File: config.mk
export PLATFORM = sky130hd
export DESIGN_NAME = toeq_cell
export DESIGN_NICKNAME = d
export VERILOG_FILES = /design/src/hdl/toeq_pkg.sv /design/src/hdl/toeq_cell.sv
export SDC_FILE = /design/constraint.sdc
export NUM_CORES = 1
export LEC_CHECK = 0
export ABC_CLOCK_PERIOD_IN_PS = 23500
export BUFFER_PORTS_ARGS = -buffer_cell sky130_fd_sc_hd__buf_2
export CELL_PAD_IN_SITES_DETAIL_PLACEMENT = 1
export CELL_PAD_IN_SITES_GLOBAL_PLACEMENT = 1
export CORE_AREA = 8 8 209 211
export CTS_CLUSTER_DIAMETER = 200
export CTS_CLUSTER_SIZE = 20
export DETAILED_ROUTE_END_ITERATION = 16
export DIE_AREA = 0 0 217 219
export HOLD_SLACK_MARGIN = 0.02
export PLACE_DENSITY = 0.77
export SYNTH_ARGS = -nofsm -noshare
export SYNTH_HDL_FRONTEND = slang
export SYNTH_SLANG_ARGS = --single-unit
File: constraint.sdc
create_clock -name clk_i -period 23.5 [get_ports clk_i]
set_clock_uncertainty 0.1 [all_clocks]
set_input_delay 7.05 -clock clk_i [delete_from_list [all_inputs] [get_ports clk_i]]
set_output_delay 7.05 -clock clk_i [all_outputs]
set_load 0.005 [all_outputs]
File: src/hdl/toeq_pkg.sv
package toeq_pkg;

  localparam int unsigned TIME_W = 64;
  localparam int unsigned CFG_W  = 16;

  localparam logic signed [TIME_W-1:0] TIME_MAX = {1'b0, {(TIME_W-1){1'b1}}};

  typedef enum logic [1:0] {
    CMD_ADD    = 2'd0,
    CMD_POP    = 2'd1,
    CMD_REMOVE = 2'd2,
    CMD_FLUSH  = 2'd3
  } toeq_cmd_e;

  typedef enum logic [1:0] {
    DIR_ALWAYS = 2'd0,
    DIR_BEFORE = 2'd1,
    DIR_AT     = 2'd2,
    DIR_AFTER  = 2'd3
  } toeq_dir_e;

  typedef enum logic [1:0] {
    STAT_OK        = 2'd0,
    STAT_BAD_TYPE  = 2'd1,
    STAT_FULL      = 2'd2,
    STAT_NOT_FOUND = 2'd3
  } toeq_status_e;

  typedef enum logic [1:0] {
    S_IDLE,
    S_EVAL,
    S_APPLY
  } toeq_state_e;

  // broadcast control from the sequencer to every cell
  typedef struct packed {
    toeq_cmd_e cmd;
    toeq_dir_e dir;
    logic      inclusive;
    logic      any_type;
    logic      eval;
    logic      ins;
    logic      rm;
  } toeq_ctl_t;

endpackage

File: src/hdl/toeq_cell.sv
module toeq_cell #(
  parameter int unsigned TYPE_BITS = 16,
  parameter int unsigned TAG_BITS  = 32
) (
  input  logic                               clk_i,
  input  toeq_pkg::toeq_ctl_t                ctl_i,
  input  logic                               valid_i,
  input  logic signed [toeq_pkg::TIME_W-1:0] new_time_i,
  input  logic [TYPE_BITS-1:0]               new_type_i,
  input  logic [TAG_BITS-1:0]                new_tag_i,
  input  logic signed [toeq_pkg::TIME_W-1:0] match_time_i,
  input  logic [TYPE_BITS-1:0]               match_type_i,
  input  logic signed [toeq_pkg::TIME_W-1:0] left_time_i,
  input  logic [TYPE_BITS-1:0]               left_type_i,
  input  logic [TAG_BITS-1:0]                left_tag_i,
  input  logic                               left_flag_i,
  input  logic signed [toeq_pkg::TIME_W-1:0] right_time_i,
  input  logic [TYPE_BITS-1:0]               right_type_i,
  input  logic [TAG_BITS-1:0]                right_tag_i,
  input  logic                               right_flag_i,
  input  logic                               found_i,
  input  logic                               two_i,
  output logic signed [toeq_pkg::TIME_W-1:0] time_o,
  output logic [TYPE_BITS-1:0]               type_o,
  output logic [TAG_BITS-1:0]                tag_o,
  output logic                               flag_o,
  output logic                               found_o,
  output logic                               two_o,
  output logic                               sel_o
);
  import toeq_pkg::*;

  logic signed [TIME_W-1:0] time_q, time_d;
  logic [TYPE_BITS-1:0]     type_q, type_d;
  logic [TAG_BITS-1:0]      tag_q, tag_d;
  logic                     flag_q, flag_d;
  logic                     hit;
  logic                     t_lt, t_eq, t_gt, pass;

  // flag: insert-here for add, match for the removing commands
  always_comb begin
    t_lt = time_q < match_time_i;
    t_eq = time_q == match_time_i;
    t_gt = time_q > match_time_i;
    case (ctl_i.dir)
      DIR_ALWAYS: pass = 1'b1;
      DIR_BEFORE: pass = t_lt || (t_eq && ctl_i.inclusive);
      DIR_AT:     pass = t_eq;
      DIR_AFTER:  pass = t_gt || (t_eq && ctl_i.inclusive);
      default:    pass = 1'b1;
    endcase
    pass = pass && (ctl_i.any_type || (type_q == match_type_i));
    case (ctl_i.cmd)
      CMD_ADD:    hit = !valid_i || (new_time_i < time_q);
      CMD_POP:    hit = valid_i;
      CMD_REMOVE: hit = valid_i && (time_q == new_time_i) && (type_q == new_type_i)
                        && (tag_q == new_tag_i);
      CMD_FLUSH:  hit = valid_i && pass;
      default:    hit = 1'b0;
    endcase
  end

  assign found_o = found_i || flag_q;
  assign two_o   = two_i || (found_i && flag_q);
  assign sel_o   = flag_q && !found_i;

  always_comb begin
    time_d = time_q;
    type_d = type_q;
    tag_d  = tag_q;
    flag_d = flag_q;
    if (ctl_i.eval) begin
      flag_d = hit;
    end else if (ctl_i.ins && flag_q) begin
      if (left_flag_i) begin
        time_d = left_time_i;
        type_d = left_type_i;
        tag_d  = left_tag_i;
      end else begin
        time_d = new_time_i;
        type_d = new_type_i;
        tag_d  = new_tag_i;
      end
    end else if (ctl_i.rm && found_o) begin
      time_d = right_time_i;
      type_d = right_type_i;
      tag_d  = right_tag_i;
      flag_d = right_flag_i;
    end
  end

  always_ff @(posedge clk_i) begin
    time_q <= time_d;
    type_q <= type_d;
    tag_q  <= tag_d;
    flag_q <= flag_d;
  end

  assign time_o = time_q;
  assign type_o = type_q;
  assign tag_o  = tag_q;
  assign flag_o = flag_q;

endmodule

==> reports/metrics.csv <==
metric,value,unit
antenna_found_initial,9,
hpwl,40.11,mm
die_h,219,microns
grtUsageMet2,0.3354,
place_inst,2118,
avgSynthCellArea,9.151,sq um
final_area,13730,sq um
rows,74,
cp_max_fo,3,
ir_drop,0.04514,mV
drc,0,
cts-hold-fix-buffers,0,
grt_max_degree,115,
synth_ff_type,edfxtp_1,
path_clk_slew,0.06,ns
via_per_inst,4.749,
yosys-top-cells-area,"edfxtp_1 (35%), ha_1 (16%), mux2i_1 (11%), o21ai_0 (6.8%), inv_1 (5.5%)",
cp-start-kind,input pin,
rsz0062_at_grt,false,
pin_count,547,
cp_cell_sequence,"buf_2, or2_2, buf_2",
crit_path_end_kind,primary output,
cp.required,16.35,ns
crit_type,in2out,
fin_crit,14.75,ns
hp-class,reg2reg,
regArea,3393,sq um
fp.dieW,217,microns
grt_pass1_vias,11550,
setup_viol,0,
fin_ws,8.755,ns
yosys_warnings,0,
placed_area,13130,sq um
drive_gt1_frac,0.3640,
cts-root-buf,clkbuf_16,
multiInputGateArea,5752,sq um
slowest_stage,or2_2,
finalMaxSlewViolations,0,
yosys_register_bits,113,
synth-edff-count,113,
gp_congestion,0.9155,
synth_top_area_cell,edfxtp_1,
overflow,0,
dieArea,47520,sq um
syn_to_final_growth,39.95,%
cellPowerDensity,52.92,nW/um^2
numCtsBuffers,17,
worstMarginPinSlew,1.077,ns
grt-busiest-layer,met2,
p_leak,7.124,nW
hold_viol_final,0,
synth_top_area_share,0.3459,
io_buffers,546,
cts-resized-gates,0,
ant_nets,0,
wl_per_cell,21.81,microns
fin_hold_ws,0.8553,ns
tns,0,ns
grt_pass1_wl,68.69,mm
syn-num-nets,1631,
worstPathArrival,7.60,ns
finalWirelength,47.06,mm
post_cts_buffers,0,
crit_top_cell,buf_2,
fin_crit_sh,0.6275,
clockBufferDepth,2,
fill_cells,4968,
met3_usage,0.06333,
synthArstFlopShare,0,
start_util,0.2430,
drtIter0Drc,455,
core,40370,sq um
cap_violations,0,
clk-insertion-delay-late,0.45,ns
firstDrtPassIters,4,
slowest_delay,0.28,ns
fin_nets,2164,
h-tree-depth,4,
vias,10250,
post-layout-total-power,726.5,uW
pre_cts_slack,8.756,ns
syn_area,9809,sq um
cts_num_sinks,113,
grt.met1_usage,0.2100,
cts_tree,built,
utilization,0.3401,
ys_types,50,
postSynthCellCount,1072,
layoutNonFillerInstCount,2158,
max-slew-margin-rel,0.2821,
status,finished clean,
max_freq,67.82,MHz
grtUsageTotal,0.1904,
ys_seq_area_frac,0.3459,
[kinds of logic after synthesis]
group	Yosys count	share of synthesized area
xor gates and xnor gates	50	0.04464
and+or+nand+nor	253	0.1228
DFF	113	0.3459
muxes	112	0.1143
adders and majority gates	128	0.1633
buffers and inverters	182	0.06964
AOI/OAI and AO/OA	234	0.1394
[power breakdown]
part	total [mW]	switching, mW	internal, mW	leakage (nW)
Clock	0.266	0.118	0.148	0.279
Sequential	0.262	0.0160	0.246	1.07
Combinational	0.199	0.110	0.0890	5.78
Total	0.726	0.243	0.483	7.12
[cell usage in the layout (no fill, tap or decap), types with 17 or more instances in the layout]
master / count
xor2_1: 19
nor4_1: 18
a21oi_1: 40
nor2b_1: 17
nand2_1: 136
o21ai_0: 134
nand3_1: 17
mux2i_1: 112
ha_1: 128
xnor2_1: 31
inv_1: 145
clkbuf_16: 17
buf_2: 545
edfxtp_1: 113
nand4_1: 31
[worst paths after layout]
path	startpoint	endpoint	slack, ns	depth (start not counted)
setup / recovery	found_i	found_o	8.75	3
hold / removal	flag_o	flag_o	0.86	2
setup reg to reg	time_o[57]	flag_o	19.72	9
hold reg to reg	flag_o	flag_o	0.86	2
[cell type report]
type | count | share of cell area
multi-input combinational | 777 | 0.4190
sequential | 113 | 0.2472
timing repair buffer | 551 | 0.2022
tap | 532 | 0.04849
inverter | 145 | 0.03965
clock buffer | 17 | 0.03099
clock inverter | 15 | 0.01103
antenna | 8 | 0.001458
[critical path: cells and delay by family]
kind	cells	cell delay (ns)
buf+inv	2	0.26
simple gates	1	0.28
[synth_stat cells, types with 18 or more instances]
cell,n
edfxtp_1,113
nand2_1,137
nand4_1,31
o21ai_0,134
xor2_1,19
ha_1,128
a21oi_1,41
xnor2_1,31
mux2i_1,112
nor4_1,18
clkbuf_1,28
inv_1,145
[per-layer routing]
metal	vias to the layer above	wire [microns]
li1	4944	-
met1	4848	18210
met2	389	23920
met3	66	3519
met4	2	1402
met5	-	12
[registers in the layout, indices dropped and copies added (netlist names)]
register  count
flag_o        1
tag_o        32
time_o       64
type_o       16
Note: power is estimated with default switching activity, not from simulation.
